File: src/hw/rtl/fifo_queue_with_search_update_top_defines.svh
// ----------------------------------------------------------------------------
// Assertion macros for the FIFO queue with content search
// Concurrent checks in simulation; empty bodies for synthesis.
// ----------------------------------------------------------------------------
`ifndef FIFO_QUEUE_WITH_SEARCH_UPDATE_TOP_DEFINES_SVH
`define FIFO_QUEUE_WITH_SEARCH_UPDATE_TOP_DEFINES_SVH

`ifndef SYNTHESIS
// Check a property while reset is released
`define FQSU_ASSERT(lbl, clk, rstn, prop) \
  lbl: assert property (@(posedge clk) disable iff (!rstn) prop) \
    else $error("fqsu assertion failed");
// Check a property at every edge, reset included
`define FQSU_ASSERT_ALWAYS(lbl, clk, prop) \
  lbl: assert property (@(posedge clk) prop) \
    else $error("fqsu assertion failed");
`else
`define FQSU_ASSERT(lbl, clk, rstn, prop)
`define FQSU_ASSERT_ALWAYS(lbl, clk, prop)
`endif

`endif

File: src/hw/rtl/fqsu_pkg.sv
// ----------------------------------------------------------------------------
// fqsu_pkg
// Shared types and constants of the FIFO queue with content search.
// ----------------------------------------------------------------------------
`timescale 1ns / 1ps
`default_nettype none

package fqsu_pkg;

  localparam int unsigned DataW     = 32;
  localparam int unsigned CmdW      = 2;
  localparam int unsigned StatusW   = 2;
  localparam int unsigned CountOutW = 5;

  typedef enum logic [CmdW-1:0] {
    CMD_ENQUEUE = 2'd0,
    CMD_DEQUEUE = 2'd1,
    CMD_UPDATE  = 2'd2,
    CMD_SEARCH  = 2'd3
  } cmd_e;

  typedef enum logic [StatusW-1:0] {
    STS_OK        = 2'd0,
    STS_EMPTY     = 2'd1,
    STS_FULL      = 2'd2,
    STS_NOT_FOUND = 2'd3
  } status_e;

  typedef enum logic [1:0] {
    ST_IDLE,
    ST_WALK,
    ST_FINISH
  } state_e;

endpackage

`default_nettype wire

File: src/hw/rtl/fqsu_cmd_if.sv
// ----------------------------------------------------------------------------
// fqsu_cmd_if
// Command channel: valid/ready handshake with command, key and new value.
// ----------------------------------------------------------------------------
`timescale 1ns / 1ps
`default_nettype none

interface fqsu_cmd_if
  import fqsu_pkg::*;
();
  logic                    valid;
  logic                    ready;
  logic [CmdW-1:0]         command;
  logic signed [DataW-1:0] value;
  logic signed [DataW-1:0] new_value;

  modport source (output valid, output command, output value, output new_value,
                  input ready);
  modport sink   (input valid, input command, input value, input new_value,
                  output ready);
endinterface

`default_nettype wire

File: src/hw/rtl/fqsu_rsp_if.sv
// ----------------------------------------------------------------------------
// fqsu_rsp_if
// Response channel: valid/ready handshake with status, found flag and count.
// ----------------------------------------------------------------------------
`timescale 1ns / 1ps
`default_nettype none

interface fqsu_rsp_if
  import fqsu_pkg::*;
();
  logic                 valid;
  logic                 ready;
  logic [StatusW-1:0]   status;
  logic                 found;
  logic [CountOutW-1:0] entry_count;

  modport source (output valid, output status, output found, output entry_count,
                  input ready);
  modport sink   (input valid, input status, input found, input entry_count,
                  output ready);
endinterface

`default_nettype wire

File: src/hw/rtl/fifo_queue_with_search_update_top.sv
// ----------------------------------------------------------------------------
// fifo_queue_with_search_update_top
// Enqueue and dequeue: result registered in the cycle after the command is taken.
// Search and update: one entry is read per cycle through the single read port
// of the entry store, and the compare runs in the cycle after the read.
// Search and update on an empty queue answer in the cycle after the transaction.
// Throughput: one command in flight; the next is taken once its result is out
// or being taken. Reset (async, active low) empties the queue; store unset.
// ----------------------------------------------------------------------------
`timescale 1ns / 1ps
`default_nettype none
`include "fifo_queue_with_search_update_top_defines.svh"

module fifo_queue_with_search_update_top
  import fqsu_pkg::*;
#(
  parameter int unsigned DEPTH = 16
) (
  input  wire logic  clk_i,
  input  wire logic  rst_ni,
  fqsu_cmd_if.sink   cmd_i,
  fqsu_rsp_if.source rsp_o
);

  localparam int unsigned IdxW = $clog2(DEPTH);
  localparam int unsigned CntW = $clog2(DEPTH + 1);

  // Ring advance with wrap at the last entry
  function automatic logic [IdxW-1:0] ring_next(input logic [IdxW-1:0] idx);
    ring_next = (idx == IdxW'(DEPTH - 1)) ? '0 : idx + 1'b1;
  endfunction

  state_e                  state_q, state_d;
  logic [IdxW-1:0]         head_q, head_d;
  logic [IdxW-1:0]         tail_q, tail_d;
  logic [CntW-1:0]         cnt_q, cnt_d;
  logic [IdxW-1:0]         walk_addr_q, walk_addr_d;
  logic [CntW-1:0]         issued_q, issued_d;
  logic                    cmp_vld_q, cmp_vld_d;
  logic [IdxW-1:0]         cmp_addr_q, cmp_addr_d;
  logic signed [DataW-1:0] key_q, key_d;
  logic signed [DataW-1:0] nval_q, nval_d;
  logic                    is_upd_q, is_upd_d;
  status_e                 pend_sts_q, pend_sts_d;
  logic                    pend_fnd_q, pend_fnd_d;

  logic                    out_valid_q, out_valid_d;
  status_e                 out_sts_q, out_sts_d;
  logic                    out_fnd_q, out_fnd_d;
  logic [CountOutW-1:0]    out_cnt_q, out_cnt_d;

  logic                    out_free;
  logic                    accept;
  logic                    hit;
  cmd_e                    cmd;

  logic                    mem_we;
  logic [IdxW-1:0]         mem_waddr;
  logic signed [DataW-1:0] mem_wdata;
  logic signed [DataW-1:0] mem_rdata;

  fqsu_mem #(
    .DEPTH (DEPTH),
    .AW    (IdxW)
  ) u_mem (
    .clk_i   (clk_i),
    .we_i    (mem_we),
    .waddr_i (mem_waddr),
    .wdata_i (mem_wdata),
    .raddr_i (walk_addr_q),
    .rdata_o (mem_rdata)
  );

  assign out_free    = !out_valid_q || rsp_o.ready;
  assign cmd_i.ready = (state_q == ST_IDLE) && out_free;
  assign accept      = cmd_i.valid && cmd_i.ready;
  assign cmd         = cmd_e'(cmd_i.command);
  assign hit         = cmp_vld_q && (mem_rdata == key_q);

  // Sequencer: command decode, ring walk, result load
  always_comb begin
    state_d     = state_q;
    head_d      = head_q;
    tail_d      = tail_q;
    cnt_d       = cnt_q;
    walk_addr_d = walk_addr_q;
    issued_d    = issued_q;
    cmp_vld_d   = 1'b0;
    cmp_addr_d  = cmp_addr_q;
    key_d       = key_q;
    nval_d      = nval_q;
    is_upd_d    = is_upd_q;
    pend_sts_d  = pend_sts_q;
    pend_fnd_d  = pend_fnd_q;
    out_valid_d = out_valid_q && !rsp_o.ready;
    out_sts_d   = out_sts_q;
    out_fnd_d   = out_fnd_q;
    out_cnt_d   = out_cnt_q;
    mem_we      = 1'b0;
    mem_waddr   = tail_q;
    mem_wdata   = cmd_i.value;

    unique case (state_q)
      ST_IDLE: begin
        if (accept) begin
          out_fnd_d = 1'b0;
          out_sts_d = STS_OK;
          unique case (cmd)
            CMD_ENQUEUE: begin
              if (cnt_q == CntW'(DEPTH)) begin
                out_sts_d = STS_FULL;
              end else begin
                mem_we = 1'b1;
                tail_d = ring_next(tail_q);
                cnt_d  = cnt_q + 1'b1;
              end
              out_valid_d = 1'b1;
            end
            CMD_DEQUEUE: begin
              if (cnt_q == '0) begin
                out_sts_d = STS_EMPTY;
              end else begin
                head_d = ring_next(head_q);
                cnt_d  = cnt_q - 1'b1;
              end
              out_valid_d = 1'b1;
            end
            CMD_UPDATE, CMD_SEARCH: begin
              if (cnt_q == '0) begin
                out_sts_d   = STS_NOT_FOUND;
                out_valid_d = 1'b1;
              end else begin
                key_d       = cmd_i.value;
                nval_d      = cmd_i.new_value;
                is_upd_d    = (cmd == CMD_UPDATE);
                walk_addr_d = head_q;
                issued_d    = '0;
                state_d     = ST_WALK;
              end
            end
            default: ;
          endcase
          out_cnt_d = CountOutW'(cnt_d);
        end
      end

      ST_WALK: begin
        // Issue the next read while entries remain
        if (issued_q != cnt_q) begin
          cmp_vld_d   = 1'b1;
          cmp_addr_d  = walk_addr_q;
          walk_addr_d = ring_next(walk_addr_q);
          issued_d    = issued_q + 1'b1;
        end
        // Compare the entry read last cycle
        if (hit) begin
          mem_we     = is_upd_q;
          mem_waddr  = cmp_addr_q;
          mem_wdata  = nval_q;
          pend_sts_d = STS_OK;
          pend_fnd_d = 1'b1;
          cmp_vld_d  = 1'b0;
          state_d    = ST_FINISH;
        end else if (issued_q == cnt_q) begin
          pend_sts_d = STS_NOT_FOUND;
          pend_fnd_d = 1'b0;
          cmp_vld_d  = 1'b0;
          state_d    = ST_FINISH;
        end
      end

      ST_FINISH: begin
        if (out_free) begin
          out_valid_d = 1'b1;
          out_sts_d   = pend_sts_q;
          out_fnd_d   = pend_fnd_q;
          out_cnt_d   = CountOutW'(cnt_q);
          state_d     = ST_IDLE;
        end
      end

      default: state_d = ST_IDLE;
    endcase
  end

  // Control state
  always_ff @(posedge clk_i or negedge rst_ni) begin
    if (!rst_ni) begin
      state_q     <= ST_IDLE;
      head_q      <= '0;
      tail_q      <= '0;
      cnt_q       <= '0;
      issued_q    <= '0;
      cmp_vld_q   <= 1'b0;
      out_valid_q <= 1'b0;
    end else begin
      state_q     <= state_d;
      head_q      <= head_d;
      tail_q      <= tail_d;
      cnt_q       <= cnt_d;
      issued_q    <= issued_d;
      cmp_vld_q   <= cmp_vld_d;
      out_valid_q <= out_valid_d;
    end
  end

  // Payload and walk registers
  always_ff @(posedge clk_i) begin
    walk_addr_q <= walk_addr_d;
    cmp_addr_q  <= cmp_addr_d;
    key_q       <= key_d;
    nval_q      <= nval_d;
    is_upd_q    <= is_upd_d;
    pend_sts_q  <= pend_sts_d;
    pend_fnd_q  <= pend_fnd_d;
    out_sts_q   <= out_sts_d;
    out_fnd_q   <= out_fnd_d;
    out_cnt_q   <= out_cnt_d;
  end

  assign rsp_o.valid       = out_valid_q;
  assign rsp_o.status      = out_sts_q;
  assign rsp_o.found       = out_fnd_q;
  assign rsp_o.entry_count = out_cnt_q;

  // Checks
  `FQSU_ASSERT_ALWAYS(a_cnt_bound, clk_i, !rst_ni || (cnt_q <= CntW'(DEPTH)))
  `FQSU_ASSERT(a_walk_bound, clk_i, rst_ni, (state_q == ST_WALK) |-> (issued_q <= cnt_q))
  `FQSU_ASSERT(a_cnt_hold_busy, clk_i, rst_ni, (state_q != ST_IDLE) |=> $stable(cnt_q))
  `FQSU_ASSERT(a_found_ok, clk_i, rst_ni, (out_valid_q && out_fnd_q) |-> (out_sts_q == STS_OK))

endmodule

`default_nettype wire

File: src/hw/rtl/fqsu_mem.sv
// ----------------------------------------------------------------------------
// fqsu_mem
// Entry store: one write port and one read port with registered read data.
// ----------------------------------------------------------------------------
`timescale 1ns / 1ps
`default_nettype none

module fqsu_mem
  import fqsu_pkg::*;
#(
  parameter int unsigned DEPTH = 16,
  parameter int unsigned AW    = 4
) (
  input  wire logic                    clk_i,
  input  wire logic                    we_i,
  input  wire logic [AW-1:0]           waddr_i,
  input  wire logic signed [DataW-1:0] wdata_i,
  input  wire logic [AW-1:0]           raddr_i,
  output logic signed [DataW-1:0]      rdata_o
);

  logic signed [DataW-1:0] mem_q [DEPTH];

  // Write one entry
  always_ff @(posedge clk_i) begin
    if (we_i) begin
      mem_q[waddr_i] <= wdata_i;
    end
  end

  // Read one entry per cycle
  always_ff @(posedge clk_i) begin
    rdata_o <= mem_q[raddr_i];
  end

endmodule

`default_nettype wire

File: src/flat_wrapper.sv
// flat-port wrapper written by rule: the top's interface ports become plain ports
module fifo_queue_with_search_update_top_flat import fqsu_pkg::*;
#(
  parameter int unsigned DEPTH = 16
)
  (clk_i, rst_ni, cmd_i_valid, cmd_i_command, cmd_i_value, cmd_i_new_value, cmd_i_ready, rsp_o_valid, rsp_o_status, rsp_o_found, rsp_o_entry_count, rsp_o_ready);
  fqsu_cmd_if cmd_i_i ();
  fqsu_rsp_if rsp_o_i ();
  input  wire logic clk_i;
  input  wire logic rst_ni;
  input wire logic [$bits(cmd_i_i.valid)-1:0] cmd_i_valid;
  input wire logic [$bits(cmd_i_i.command)-1:0] cmd_i_command;
  input wire logic [$bits(cmd_i_i.value)-1:0] cmd_i_value;
  input wire logic [$bits(cmd_i_i.new_value)-1:0] cmd_i_new_value;
  output wire logic [$bits(cmd_i_i.ready)-1:0] cmd_i_ready;
  output wire logic [$bits(rsp_o_i.valid)-1:0] rsp_o_valid;
  output wire logic [$bits(rsp_o_i.status)-1:0] rsp_o_status;
  output wire logic [$bits(rsp_o_i.found)-1:0] rsp_o_found;
  output wire logic [$bits(rsp_o_i.entry_count)-1:0] rsp_o_entry_count;
  input wire logic [$bits(rsp_o_i.ready)-1:0] rsp_o_ready;
  assign cmd_i_i.valid = cmd_i_valid;
  assign cmd_i_i.command = cmd_i_command;
  assign cmd_i_i.value = cmd_i_value;
  assign cmd_i_i.new_value = cmd_i_new_value;
  assign cmd_i_ready = cmd_i_i.ready;
  assign rsp_o_valid = rsp_o_i.valid;
  assign rsp_o_status = rsp_o_i.status;
  assign rsp_o_found = rsp_o_i.found;
  assign rsp_o_entry_count = rsp_o_i.entry_count;
  assign rsp_o_i.ready = rsp_o_ready;
  fifo_queue_with_search_update_top #(.DEPTH(DEPTH)) u_core (.clk_i(clk_i), .rst_ni(rst_ni), .cmd_i(cmd_i_i), .rsp_o(rsp_o_i));
endmodule
File: config.mk
export PLATFORM = sky130hd
export DESIGN_NAME = fifo_queue_with_search_update_top_flat
export DESIGN_NICKNAME = d
export VERILOG_FILES = /design/src/hw/rtl/fqsu_pkg.sv /design/src/hw/rtl/fqsu_cmd_if.sv /design/src/hw/rtl/fqsu_rsp_if.sv /design/src/hw/rtl/fifo_queue_with_search_update_top.sv /design/src/hw/rtl/fqsu_mem.sv /design/src/flat_wrapper.sv
export VERILOG_INCLUDE_DIRS = /design/src /design/src/hw/rtl
export SDC_FILE = /design/constraint.sdc
export NUM_CORES = 1
export LEC_CHECK = 0
export ABC_CLOCK_PERIOD_IN_PS = 5900
export BUFFER_PORTS_ARGS = -buffer_cell sky130_fd_sc_hd__buf_2
export CAP_MARGIN = 15
export CORE_MARGIN = 2
export CORE_UTILIZATION = 37
export CTS_BUF_LIST = sky130_fd_sc_hd__clkbuf_4 sky130_fd_sc_hd__clkbuf_8
export CTS_CLUSTER_DIAMETER = 200
export DETAILED_ROUTE_END_ITERATION = 8
export GPL_ROUTABILITY_DRIVEN = 0
export PLACE_DENSITY = 0.62
export SETUP_SLACK_MARGIN = 0.5
export SLEW_MARGIN = 15
export SYNTH_ARGS = -nofsm -noshare
export SYNTH_HDL_FRONTEND = slang
export SYNTH_HIERARCHICAL = 1
export SYNTH_SLANG_ARGS = --single-unit
File: constraint.sdc
create_clock -name clk_i -period 5.9 [get_ports clk_i]
set_clock_uncertainty 0.05 [all_clocks]
set_input_delay 0.59 -clock clk_i [delete_from_list [all_inputs] [get_ports clk_i]]
set_output_delay 0.59 -clock clk_i [all_outputs]
set_load 0.03 [all_outputs]
Yosys cells after proc, flatten, opt, wreduce, memory -nomap -nowiden. Memory sizes are Yosys's and may differ from the RTL's. A register that Yosys moved wholly into a read port is not among the register bits. Index checks and enable logic that the tools add are counted.

Bits in registers: 106. RAM bits: 512. Bits of input ports: 70. Output and inout bits: 10. Logic and storage cells: 126. Memories: 1.

Memory list: u_core.u_mem.mem_q (words 16, bits a word 32, read ports 1, clocked after memory_dff 1, wr ports 1, line fqsu_mem.sv:22) `logic signed [DataW-1:0] mem_q [DEPTH];`.

Add/sub/neg operators: 6. Eq/ne operators: 18. Mux-type cells: 58. Bitwise logic cells: 2. Reduce and logical (&&, ||, !) cells: 24.

Operators with widths (count): $mux W32 (2); $mux W5 (8); $mux W4 (9); $eq A32 B32 Y1 (1); $pmux W5 S2 (3); $mux W2 (11); $mux W1 (17); $add A4 B1 Y4 const B (3); $eq A4 B4 Y1 const B (3); $pmux W2 S3 (2); $reduce_and A4 Y1 (3); $add A5 B1 Y5 const B (2); $reduce_and A5 Y1 (2); $pmux W1 S2 (4); $pmux W4 S2 (1); $eq A2 B2 Y1 const B (3); $ne A2 B1 Y1 const B (3); $reduce_and A2 Y1 (3); $reduce_bool A2 Y1 (3); $eq A5 B5 Y1 (1); $eq A5 B5 Y1 const B (1); $logic_not A5 Y1 (1); $ne A5 B5 Y1 (1); $sub A5 B1 Y5 const B (1); other kinds (11) (20).

Logic depth before layout (Yosys ltp). Gate-level depths: netlist of the first run.

Depth after elaboration: 8. Depth in mapped cells: 9. Mapped depth without buffers: 8.

Cells and area by module. Netlist of the first run, hierarchy kept.

Modules (own cells, without submodules): fqsu_mem (times used 1, cells each 838, area each 19854.0 µm², sequential area each 16015.4 µm²); fifo_queue_with_search_update_top (times used 1, cells each 348, area each 4957.3 µm², sequential area each 3042.9 µm²).

Worst setup path after synthesis of the first run. No wires, ideal clock.

Path type: reg-to-reg. Start point: register u_core.key_q[20]. End point: memory u_core.u_mem.mem_q[0][0], enable pin. Library setup time: 0.461 ns. Data arrival time: 4.583 ns. Required time: 5.389 ns. Slack: 0.806 ns. Stages on the path, launching flop included: 10. Path buffers: 1. Clock period less this slack: 5.094 ns. Cell sequence: edfxtp_1 > xnor2_1 > nand4_1 > nor4_2 > nand4_2 > nor2_8 > buf_12 > mux2_4 > or3b_2 > nor3_1.

Elaborated cells on any way between the ends: 8. Those cells by class: eq/ne: 1; mux: 6; reduce/logical: 1.

RTL lines: start, declared (line fifo_queue_with_search_update_top.sv:41) `logic signed [DataW-1:0] key_q, key_d;`; start signal, assigned (line fifo_queue_with_search_update_top.sv:211) `key_q <= key_d;`; $eq A32 B32 Y1 (line fifo_queue_with_search_update_top.sv:78) `assign hit = cmp_vld_q && (mem_rdata == key_q);`; $logic_and A1 B1 Y1 (line fifo_queue_with_search_update_top.sv:78); $mux W4 (line fifo_queue_with_search_update_top.sv:156) `if (hit) begin`; $mux W4 (line fifo_queue_with_search_update_top.sv:103) `unique case (state_q)`; net u_core.mem_waddr[2] (line fifo_queue_with_search_update_top.sv:58) `logic [IdxW-1:0] mem_waddr;`; end, declared (line fqsu_mem.sv:22).

The timed path passes the listed nets, and every way through them passes these cells.

Worst setup path after layout of the first run.
Start point: register u_core.key_q[20]. End point: memory u_core.u_mem.mem_q[10][19], enable pin.

The elaborated chain is that of the path after synthesis.

==> key figures, run 1 <==
Global routing
  • Gr usage total: approximately 16%
  • Vias in the first global route: ~13000
  • Initial antenna violation count: 2
  • First-pass GRT wire length: approximately 83000 microns
  • Largest net degree at the start of global routing: ~130
  • Gr ovfl total: 0

Worst setup path
  • CP Launch Type: flip-flop
  • Critical path capture point type: flip-flop
  • CP Class: flip-flop to flip-flop
  • Critical-path maximum fanout: 20
  • Data required, critical path: between 6000 and 7000 ps
  • CP arrival: between 4000 and 5000 ps

Floorplan
  • Die X-Extent: 263 microns
  • Core area: around 66000 sq um
  • Starting Density: around 38%
  • Die Area: a little under 70000 sq um
  • Die Y: 263 microns
  • Io pins: 80
  • Core Rows: between 90 and 100

Placed design
  • Detail Placement HPWL: roughly 32000 microns
  • Placed cell count: 2100
  • DP Worst Slack: roughly 1800 ps
  • Port buffer count: 79
  • Area after DPL: 26400 sq um

Route
  • DRC Markers: 0
  • Drt initial violations: about 1100
  • Drt wl/cell: 24.0 microns
  • Post-DR vias/cell: roughly 5.2
  • Detailed Routing Iterations Pass 1: 5
  • WL final: roughly 56000 microns
  • Via count: around 12000
  • Post-DRT Antenna Nets: 0

Pwr
  • P_int: 8.96 mW
  • Design Power: roughly 13 mW
  • Sw Ratio: a little under 30%
  • Clock power share: between 30% and 40%
  • PD cells: around 440 nW/um^2
  • Part of the power in registers: roughly 45%
  • Worst vdd ir: around 0.00034 V
  • Switch Pwr: between 3 and 4 mW
  • Leak pwr: approximately 9.5 nW
  • Comb pwr share: roughly a quarter

STA
  • Hold Vio Cnt, Final: 0
  • RSZ-0062 raised after global routing: false
  • Tightest Pin Transition: between 1000 and 1500 ps
  • Crit share post-route: between 70% and 80%
  • Setup WS post-layout: 1730 ps
  • Hold_ws: approximately 65 ps
  • Fmax: between 0.2 and 0.25 GHz
  • Slew Viols, Final: 0
  • Min Tclk post-route: 4170 ps
  • # setup viols final: 0
  • Setup TNS: 0 ps
  • Rel. slew slack: around 15%

Status
  • Status: completed

Clock network
  • # clock sinks: about 650
  • Skew-Pair Late Insertion Delay: roughly 700 ps
  • TritonCTS Buffers: ~110
  • CTS Root Cell: clkbuf_8
  • Post_cts resized: 0
  • Post-CTS setup buffer count: 0
  • CTS max path bufs: 3
  • Worst-path clk slew: roughly 60 ps
  • CTS tree: done
  • # H-tree levels: 3

Final layout
  • Fillcell total: about 5700
  • Post-layout util: between 40% and 50%
  • Share of cells above drive strength 1: about 33%
  • Area grow syn2layout: 16.8%
  • Finished Layout Cells: roughly 2300
  • Most frequent cells in the layout: edfxtp_1, mux4_2, clkbuf_8, buf_2, a22oi_1
  • Fin area: between 20000 and 30000 sq um
  • Nets: about 1500
  • Commonest non-fill, non-tap cell in the layout: edfxtp_1

Synthesis
  • Ys flop type: edfxtp_1
  • Seq/Total Area, Yosys: between 70 and 80%
  • Post-Synthesis Cells: between 1000 and 1500
  • Syn Nets: about 1300
  • Post-Syn Area: around 25000 sq um
  • Synth cell types: 50
  • Avg Synthesized Cell Area: 20.9 sq um
  • Number of synthesized register bits: 649
  • Yosys warning total: 6
  • Number of synthesized flops with an enable pin: 595
  • Post-synth ARST share: about 3.4%

Min path
  • Hold crit path type: primary input to flip-flop

Flow run
  • Max_cap viols: 0
[worst max-delay path: stages (launching register included)]
cell,delay [ps]
edfxtp_1,380
xnor2_1,220
nand4_1,140
nor4_2,410
nand4_2,230
nor2_8,380
mux2_4,360
nand3b_1,390
nor2_4,880
buf_4,400
[flip-flops by register name (all words and copies together), names as in the netlist, 2 cells and up]
register	flops
u_core/nval_q	32
u_core/u_mem/rdata_o	32
u_core/cnt_q	5
u_core/u_mem/mem_q	512
u_core/rsp_o.status	2
u_core/cmp_addr_q	4
u_core/state_q	2
u_core/key_q	32
u_core/walk_addr_q	4
u_core/issued_q	5
u_core/rsp_o.entry_count	5
u_core/tail_q	4
u_core/head_q	4
[cell families (layout without fill, tap and decap cells)]
logic type                 after synthesis  count (layout)  share of synthesized area (%)
DFF                                    649             649                           76.8
muxes                                  171             171                           14.0
and+or+nand+nor                        134             134                           2.70
AOI/OAI and AO/OA                      117             117                           3.17
buffers and inverters                   65             349                           1.46
xor gates and xnor gates                44              44                           1.55
adders and majority gates                6               6                          0.303
other                                    0               1                              0
[metal layers]
layer | vias up | global-route usage, % | wire length (microns)
li1 | 5278 | - | -
met1 | 6443 | 21.8 | 24100
met2 | 422 | 26.4 | 27400
met3 | 72 | 3.21 | 3270
met4 | 0 | 5.58 | 1220
met5 | - | 0 | 0
[synth_stat cells (2+ instances only)]
master,instances,share of area (%)
ha_1,6,0.30
buf_1,9,0.14
nor2b_1,6,0.15
a22oi_1,64,1.9
mux4_2,128,12
o21ai_0,23,0.46
nand3b_1,2,0.060
nand2b_1,7,0.18
buf_12,3,0.24
a21o_1,2,0.060
buf_4,11,0.33
xor2_1,10,0.35
edfxtp_1,595,72
mux2_4,29,1.8
nand2_1,55,0.83
o31ai_1,3,0.091
a21oi_1,15,0.30
a31oi_1,2,0.050
dfrtp_1,22,2.2
dfxtp_1,32,2.6
mux2_2,12,0.54
xnor2_1,34,1.2
clkbuf_1,25,0.38
nand3_1,6,0.12
and2_1,5,0.13
nor3_1,8,0.16
inv_1,9,0.14
nor2_1,23,0.35
buf_2,5,0.10
buf_6,3,0.14
mux2i_1,2,0.081
nand4_1,12,0.30
[final timing paths]
path	start	to	slack, ps	cells after the start
setup reg to reg	u_core/key_q[20]	u_core/u_mem/mem_q[10][19]	1730	9
min in group asynchronous	rst_ni	u_core/tail_q[2]	370	2
hold reg to reg	u_core/head_q[3]	u_core/head_q[3]	470	1
setup / recovery	u_core/key_q[20]	u_core/u_mem/mem_q[10][19]	1730	9
max in group asynchronous	rst_ni	u_core/cnt_q[4]	5050	2
hold / removal	cmd_i_value[4]	u_core/key_q[4]	60	1
[power by group through the flow]
stage | clock (mW) | sequential [mW] | combinational, mW
finish | 3.96 | 5.66 | 3.00
global route | 4.26 | 5.69 | 3.24
CTS | 4.07 | 5.66 | 3.05
detailed placement | 0 | 5.75 | 3.02
global placement | 0 | 5.74 | 2.99
floorplan | 0 | 5.72 | 2.20
[timing repair]
action,in CTS,in global routing
hold endpoints to repair,60,0
endpoints found under the setup margin,0,0
hold buffers,39,0
[layout make-up]
type                       count  area [sq um]  share of cell area [%]
antenna                        1          2.50                 0.00863
clock buffer                 169          2010                    6.92
clock inverter                26           199                   0.686
inverter                       9          36.3                   0.125
multi-input combinational    472          5530                    19.1
sequential                   649         19100                    65.8
tap                          864          1080                    3.73
timing repair buffer         145          1070                    3.69
Note: power is estimated with default switching activity, not from simulation.
==> run 2: changes to the inputs <==
--- a/config.mk
+++ b/config.mk
@@ -6,7 +6,7 @@
 export SDC_FILE = /design/constraint.sdc
 export NUM_CORES = 1
 export LEC_CHECK = 0
-export ABC_CLOCK_PERIOD_IN_PS = 5900
+export ABC_CLOCK_PERIOD_IN_PS = 3800
 export BUFFER_PORTS_ARGS = -buffer_cell sky130_fd_sc_hd__buf_2
 export CAP_MARGIN = 15
 export CORE_MARGIN = 2
@@ -15,7 +15,7 @@
 export CTS_CLUSTER_DIAMETER = 200
 export DETAILED_ROUTE_END_ITERATION = 8
 export GPL_ROUTABILITY_DRIVEN = 0
-export PLACE_DENSITY = 0.62
+export PLACE_DENSITY = 0.64
 export SETUP_SLACK_MARGIN = 0.5
 export SLEW_MARGIN = 15
 export SYNTH_ARGS = -nofsm -noshare
==> constraint.sdc (replaced) <==
create_clock -name clk_i -period 3.8 [get_ports clk_i]
set_clock_uncertainty 0.05 [all_clocks]
set_input_delay 0.38 -clock clk_i [delete_from_list [all_inputs] [get_ports clk_i]]
set_output_delay 0.38 -clock clk_i [all_outputs]
set_load 0.03 [all_outputs]
==> run 2 against run 1 <==
- utilization up 1.6 points
- clock-buffer cell count down 12
- critical path depth up 1
- clock power up 55%
- setup slack worse by 1200 ps
- die area unchanged
- sequential power up 55%
- largest power group unchanged
- highest routed layer unchanged
==> key figures, run 2 (synthesized netlist as in run 1, its figures left out) <==
Pwr
  • Design Power: 19.9 mW (+58%)
  • PD cells: 663 nW/um^2 (+52%)
  • Worst vdd ir: 0.000423 V (+24%)
  • Leak pwr: 9.96 nW (+4.6%)

Route
  • WL final: 56900 microns (+1.7%)
  • Post-DRT Antenna Nets: 0 (unchanged)
  • Via count: 12558 (+2.8%)
  • Post-DR vias/cell: 5.23 (about the same)
  • DRC Markers: 0 (unchanged)
  • Detailed Routing Iterations Pass 1: 5 (unchanged)
  • Drt initial violations: 1156 (+9.4%)
  • Drt wl/cell: 23.7 microns (-1.0%)

Worst setup path
  • FF-to-FF setup slack: 520 ps (-1210 ps)
  • Data required, critical path: 4120 ps (-2110 ps)
  • Worst setup path startpoint: u_core/key_q[1]
  • CP Launch Type: flip-flop
  • CP arrival: 3600 ps (-900 ps)
  • Top delay family on crit path: simple AND/OR/NAND/NOR gates
  • CP Class: flip-flop to flip-flop
  • RR Startpoint: u_core/key_q[1]
  • Critical path capture point type: flip-flop
  • Critical-path maximum fanout: 8 (-60%)
  • Crit path cell chain: xnor2_2 > nand4_1 > nor4_4 > nand4_2 > nor2_8 > mux2_4 > or3b_4 > nor3_4 > buf_6 > buf_12
  • Worst path buffer plus inverter count: 2 (+1)
  • CP max stage cell: or3b_4
  • Max incr delay on CP: 470 ps (-410 ps)

Final layout
  • Share of cells above drive strength 1: 34.1% (+0.96 points)
  • Fin area: 30000 sq um (+3.7%)
  • Reg with most FFs: u_core/u_mem/mem_q
  • Fillcell total: 5604 (-0.95%)
  • Area grow syn2layout: 21.1%
  • Largest register FFs: 512 (unchanged)
  • Commonest non-fill, non-tap cell in the layout: edfxtp_1
  • Most frequent cells in the layout: edfxtp_1, mux4_2, clkbuf_8, buf_2, dlygate4sd3_1
  • Nets: 1523 (+4.5%)

STA
  • # setup viols final: 0 (unchanged)
  • Fmax: 0.305 GHz (+27%)
  • Crit share post-route: 86.3% (+16 points)
  • Rel. slew slack: 22.9% (+8.3 points)
  • Hold_ws: 105 ps (+40.0 ps)
  • Setup WS post-layout: 520 ps (-1210 ps)
  • Min Tclk post-route: 3280 ps (-893 ps)
  • Setup TNS: 0 ps (unchanged)
  • Hold Vio Cnt, Final: 0 (unchanged)
  • Tightest Pin Transition: 1150 ps (-125 ps)
  • Slew Viols, Final: 0 (unchanged)
  • RSZ-0062 raised after global routing: true

Min path
  • Hold crit path type: primary input to flip-flop
  • Hold Crit Start: cmd_i_command[1]

Global routing
  • Initial antenna violation count: 1 (-1)
  • Gr ovfl total: 0 (unchanged)
  • First-pass GRT wire length: 82900 microns (about the same)
  • Largest net degree at the start of global routing: 55 (-58%)
  • Vias in the first global route: 12874 (-0.13%)
  • Gr usage total: 16.1% (-0.077 points)

Flow run
  • Max_cap viols: 0 (unchanged)

Clock network
  • CTS max path bufs: 3 (unchanged)
  • CTS Root Cell: clkbuf_8
  • TritonCTS Buffers: 102 (-2.9%)
  • CTS tree: done
  • # H-tree levels: 3 (unchanged)
  • Skew-Pair Late Insertion Delay: 710 ps (about the same)
  • Worst-path clk slew: 60 ps (about the same)
  • # clock sinks: 649 (unchanged)

Placed design
  • Detail Placement HPWL: 32900 microns (+3.6%)
  • DP Worst Slack: 181 ps (-1580 ps)
  • Port buffer count: 79 (unchanged)
  • Area after DPL: 26700 sq um (+1.2%)

Floorplan
  • Io pins: 80 (unchanged)
  • Starting Density: 37.5% (unchanged)
  • Core Rows: 94 (unchanged)
  • Die Area: 69100 sq um (unchanged)
  • Die Y: 263 microns (unchanged)
  • Die X-Extent: 263 microns (unchanged)
  • Core area: 66100 sq um (unchanged)

Status
  • Status: completed
[run 2: cell count changes in the layout (fill, tap and decap cells not counted), sizes merged]
cell,previous run,this run
clkinv,20,26
dlygate4sd3,39,67
inv,13,11
clkinvlp,1,2
clkbuf,169,166
bufinv,1,4
buf,106,137
[run 2: worst register-to-register path, delay by kind of cell (launching register included)]
family	cells	cell delay, ps
muxes	1	340
xor gates and xnor gates	1	300
DFF	1	450
buffers and inverters	2	310
and+or+nand+nor	6	1500
[run 2: layer usage]
| layer | up-vias | wire [microns] | global-route usage [%] |
|---|---|---|---|
| met5 | - | 0 | 0 |
| met3 | 80 | 3520 | 2.96 |
| met2 | 443 | 28000 | 26.6 |
| met4 | 0 | 1220 | 5.17 |
| li1 | 5415 | - | - |
| met1 | 6620 | 24200 | 21.8 |
[run 2: layout make-up]
class | instances | area, sq um | share of cell area, %
diodes | 1 | 2.50 | 0.00833
well taps | 864 | 1080 | 3.60
repair buffers | 213 | 2080 | 6.93
clock buffers | 157 | 1890 | 6.30
clock inverters | 34 | 303 | 1.01
inverters | 9 | 37.5 | 0.125
flip-flops and latches | 649 | 19100 | 63.4
multi-input cells | 472 | 5590 | 18.6
[run 2: worst paths after layout]
check,endpoint,cells past startpoint
worst max-delay path,u_core/u_mem/mem_q[0][16],10
worst min-delay path,u_core/cnt_q[0],4
worst max register to register,u_core/u_mem/mem_q[0][16],10
worst min register to register,u_core/rsp_o.found,1
max in group asynchronous,u_core/cnt_q[1],2
min in group asynchronous,u_core/issued_q[4],2
[run 2: power by group]
group          leakage [nW]  internal [mW]  switching, mW
Clock                  1.17           3.47           2.68
Sequential             5.92           8.43          0.372
Combinational          2.88           2.20           2.75
Total                  9.96           14.1           5.81
[run 2: what timing repair did]
item | 4_1_cts | 5_1_grt
gates cloned | 1 | 9
pin swaps | 9 | 11
gates resized for setup | 4 | 13
hold buffers | 67 | 0
endpoints found under the hold margin | 88 | 0
setup buffers | 7 | 9
setup endpoints to repair | 503 | 469
[run 2: stage by stage]
step,util (%),cells
after detailed placement,40.4,2114
after floorplan,-,1186
after global routing,45.5,2399
after global placement,40.4,2114
final,45.5,2399
after CTS,44.9,2380
==> run 3: changes to the inputs <==
--- a/config.mk
+++ b/config.mk
@@ -6,12 +6,13 @@
 export SDC_FILE = /design/constraint.sdc
 export NUM_CORES = 1
 export LEC_CHECK = 0
+export ABC_AREA = 1
 export ABC_CLOCK_PERIOD_IN_PS = 3800
 export BUFFER_PORTS_ARGS = -buffer_cell sky130_fd_sc_hd__buf_2
-export CAP_MARGIN = 15
+export CAP_MARGIN = 20
 export CORE_MARGIN = 2
 export CORE_UTILIZATION = 37
-export CTS_BUF_LIST = sky130_fd_sc_hd__clkbuf_4 sky130_fd_sc_hd__clkbuf_8
+export CTS_BUF_LIST = sky130_fd_sc_hd__clkbuf_8
 export CTS_CLUSTER_DIAMETER = 200
 export DETAILED_ROUTE_END_ITERATION = 8
 export GPL_ROUTABILITY_DRIVEN = 0
==> run 3 against run 2 <==
- design area rose by 7.7%
- synthesized cell count rose by 130%
- clock power fell by 13%
- clock-buffer cell count fell by 46
- utilization fell by 2.9 points
- critical path depth rose by 2
- worst hold slack got worse by 30 ps
==> key figures, run 3 <==
Status
  • Status: completed

Pwr
  • Comb pwr share: 34.2% (+9.3 points)
  • Worst vdd ir: 0.000469 V (+11%)
  • Sw Ratio: 38.9% (+9.8 points)
  • PD cells: 667 nW/um^2 (+0.65%)
  • Design Power: 21.6 mW (+8.4%)
  • Part of the power in registers: 41.0% (-3.2 points)
  • P_int: 13.2 mW (-6.5%)
  • Switch Pwr: 8.41 mW (+45%)
  • Leak pwr: 13.9 nW (+40%)
  • Clock power share: 24.8% (-6.1 points)

Synthesis
  • Ys flop type: edfxtp_1
  • Commonest cells post-synth: nand2_1, edfxtp_1, inv_1, nand3_1, nor2_1
  • Avg Synthesized Cell Area: 10.3 sq um (-51%)
  • Top-count cell post-synth: nand2_1
  • Synth cell types: 42 (-16%)
  • Synth area leaders: edfxtp_1, nand2_1, nand3_1
  • Number of synthesized flops with an enable pin: 595 (unchanged)
  • Seq/Total Area, Yosys: 67.0% (-9.9 points)
  • Post-synth ARST share: 3.39% (unchanged)
  • Post-Syn Area: 28500 sq um (+15%)
  • Top-area cell type share of the netlist area: 62.8% (-9.2 points)
  • Yosys warning total: 6 (unchanged)
  • Syn Nets: 2845 (+130%)
  • Number of synthesized register bits: 649 (unchanged)
  • Post-Synthesis Cells: 2769 (+130%)
  • Yosys top cell by area: edfxtp_1

Route
  • Post-DRT Antenna Nets: 0 (unchanged)
  • WL final: 71900 microns (+26%)
  • Drt wl/cell: 17.8 microns (-25%)
  • Detailed Routing Iterations Pass 1: 5 (unchanged)
  • Drt initial violations: 1774 (+53%)
  • Post-DR vias/cell: 4.77 (-8.9%)
  • Via count: 19284 (+54%)
  • DRC Markers: 0 (unchanged)

Worst setup path
  • CP Class: flip-flop to flip-flop
  • CP max stage cell: nor2_4
  • Worst path buffer plus inverter count: 4 (+2)
  • Max incr delay on CP: 550 ps (+80 ps)
  • Crit path cell chain: inv_1 > ha_1 > nand3_2 > nor2_1 > inv_1 > nand2_1 > nor2_4 > inv_1 > nand2_1 > nand3_1 > nor2_4 > buf_12
  • Crit-path most repeated cell: inv_1
  • CP Launch Type: flip-flop
  • FF-to-FF setup slack: 690 ps (+170 ps)
  • Data required, critical path: 4140 ps (+20 ps)
  • Critical path capture point type: flip-flop
  • Critical R2R Capture: u_core/u_mem/mem_q[14][4]
  • CP arrival: 3440 ps (-160 ps)
  • Worst Reg-to-Reg Cells: 12 (+2)
  • RR Startpoint: u_core/cnt_q[0]
  • Critical-path maximum fanout: 19 (+11)
  • Top delay family on crit path: simple AND/OR/NAND/NOR gates

Global routing
  • Gr ovfl total: 0 (unchanged)
  • Largest net degree at the start of global routing: 198 (+260%)
  • Vias in the first global route: 18577 (+44%)
  • Gr usage total: 18.0% (+1.9 points)
  • Initial antenna violation count: 0 (-1)
  • First-pass GRT wire length: 109000 microns (+31%)

Final layout
  • Sequential cell area: 19100 sq um (unchanged)
  • Nets: 3010 (+98%)
  • Most frequent cells in the layout: nand2_1, edfxtp_1, inv_1, nand3_1, clkbuf_8
  • Reg with most FFs: u_core/u_mem/mem_q
  • Share of cells above drive strength 1: 9.65% (-24 points)
  • Commonest non-fill, non-tap cell in the layout: nand2_1
  • Multi-input gate area: 6780 sq um (+21%)
  • Finished Layout Cells: 4045 (+69%)
  • Largest register FFs: 512 (unchanged)
  • Area grow syn2layout: 13.7%
  • Fillcell total: 7221 (+29%)

STA
  • Hold_ws: 74.6 ps (-30.2 ps)
  • Tightest Pin Transition: 1020 ps (-132 ps)
  • Slew Viols, Final: 0 (unchanged)
  • Min Tclk post-route: 3110 ps (-175 ps)
  • Rel. slew slack: 31.9% (+9.0 points)
  • Fmax: 0.322 GHz (+5.6%)
  • RSZ-0062 raised after global routing: false
  • # setup viols final: 0 (unchanged)
  • Setup TNS: 0 ps (unchanged)
  • Crit share post-route: 81.7% (-4.6 points)
  • Hold Vio Cnt, Final: 0 (unchanged)

Min path
  • Worst Hold End: u_core/state_q[1]
  • WHS Path Cells: 4 (unchanged)
  • Hold crit path type: primary input to flip-flop
  • Hold Crit Start: rsp_o_ready

Clock network
  • # H-tree levels: 3 (unchanged)
  • Skew-Pair Late Insertion Delay: 700 ps (about the same)
  • # clock sinks: 649 (unchanged)
  • Worst-path clk slew: 70 ps (about the same)
  • CTS tree: done
  • TritonCTS Buffers: 102 (unchanged)
  • CTS Root Cell: clkbuf_8
  • CTS max path bufs: 3 (unchanged)

Floorplan
  • Io pins: 80 (unchanged)
  • Starting Density: 37.4% (-0.12 points)
  • Die X-Extent: 281 microns (+7.0%)
  • Die Area: 79200 sq um (+14%)
  • Core Rows: 101 (+7.4%)
  • Die Y: 281 microns (+7.0%)
  • Core area: 76100 sq um (+15%)

Placed design
  • Placed cell count: 3792 (+79%)
  • Port buffer count: 79 (unchanged)
  • Detail Placement HPWL: 43800 microns (+33%)

Flow run
  • Max_cap viols: 0 (unchanged)
==> run 3: changes by cell type after synthesis, moves of 36 or more <==
cell	previous run	this run
inv_1	9	472
a22oi_1	64	0
buf_2	5	41
nor2_1	23	71
nand3_1	6	408
nand2_1	55	900
mux4_2	128	0
==> run 3: cell type report <==
class	instances	share of cell area, %
clock inverter	73	0.936
inverter	482	5.62
timing repair buffer	185	4.90
antenna	1	0.00773
clock buffer	111	4.72
tap	1030	3.98
multi-input combinational	1514	20.9
sequential	649	58.9
==> run 3: stage by stage <==
step	util (%)	setup slack (ps)	area [sq um]
2_1_floorplan	-	292	28500
3_3_place_gp	39.2	782	29900
3_5_place_dp	39.2	688	29900
4_1_cts	42.5	685	32300
5_1_grt	42.5	501	32400
6_report	42.5	695	32400
==> run 3: kinds of logic after synthesis <==
logic type               Yosys count  synth area share (%)
AND/OR/NAND/NOR                 1455                  21.9
flip-flops                       649                  67.0
buffers and inverters            606                  9.68
AO/OA/AOI/OAI                     38                 0.721
XOR/XNOR                          15                 0.514
adder cells (fa/ha/maj)            6                 0.264
==> run 3: worst max-delay path by stage <==
stage                  startpoint                         end  slack (ps)  cells past startpoint
2_1_floorplan  u_core/rsp_o.valid   u_core/u_mem/mem_q[10][0]         290                      9
3_3_place_gp      u_core/cnt_q[0]   u_core/u_mem/mem_q[15][9]         780                     12
3_5_place_dp      u_core/cnt_q[0]   u_core/u_mem/mem_q[15][8]         690                     12
4_1_cts           u_core/cnt_q[0]  u_core/u_mem/mem_q[15][17]         690                     12
5_1_grt           u_core/cnt_q[0]   u_core/u_mem/mem_q[14][4]         500                     12
6_report          u_core/cnt_q[0]   u_core/u_mem/mem_q[14][4]         690                     12
==> run 3: what timing repair did <==
action,CTS,global route
endpoints found under the hold margin,87,0
hold buffers,66,0
buffers inserted,0,2
setup endpoints to repair,0,16
gates resized for setup,0,1
==> run 3: power by group through the flow <==
| stage | registers [mW] | clock network [mW] | logic [mW] |
|---|---|---|---|
| after floorplan | 8.96 | 0 | 5.10 |
| after global placement | 8.97 | 0 | 7.28 |
| after detailed placement | 8.97 | 0 | 7.31 |
| after CTS | 8.84 | 5.47 | 7.38 |
| after global routing | 8.90 | 5.76 | 8.05 |
| final | 8.85 | 5.36 | 7.38 |
==> run 3: per-layer routing <==
metal / global-route usage [%] / vias to the layer above / wire length [microns]
met5: 0 / - / 0
met4: 7.34 / 0 / 2760
met3: 3.04 / 149 / 3990
met2: 29.7 / 659 / 34600
met1: 23.7 / 9174 / 30500
li1: - / 9302 / -
==> run 3: tightest hold or removal path: stages <==
cell	delay, ps
buf_2	110
nor2_1	80
nand2_1	90
nand3_1	100
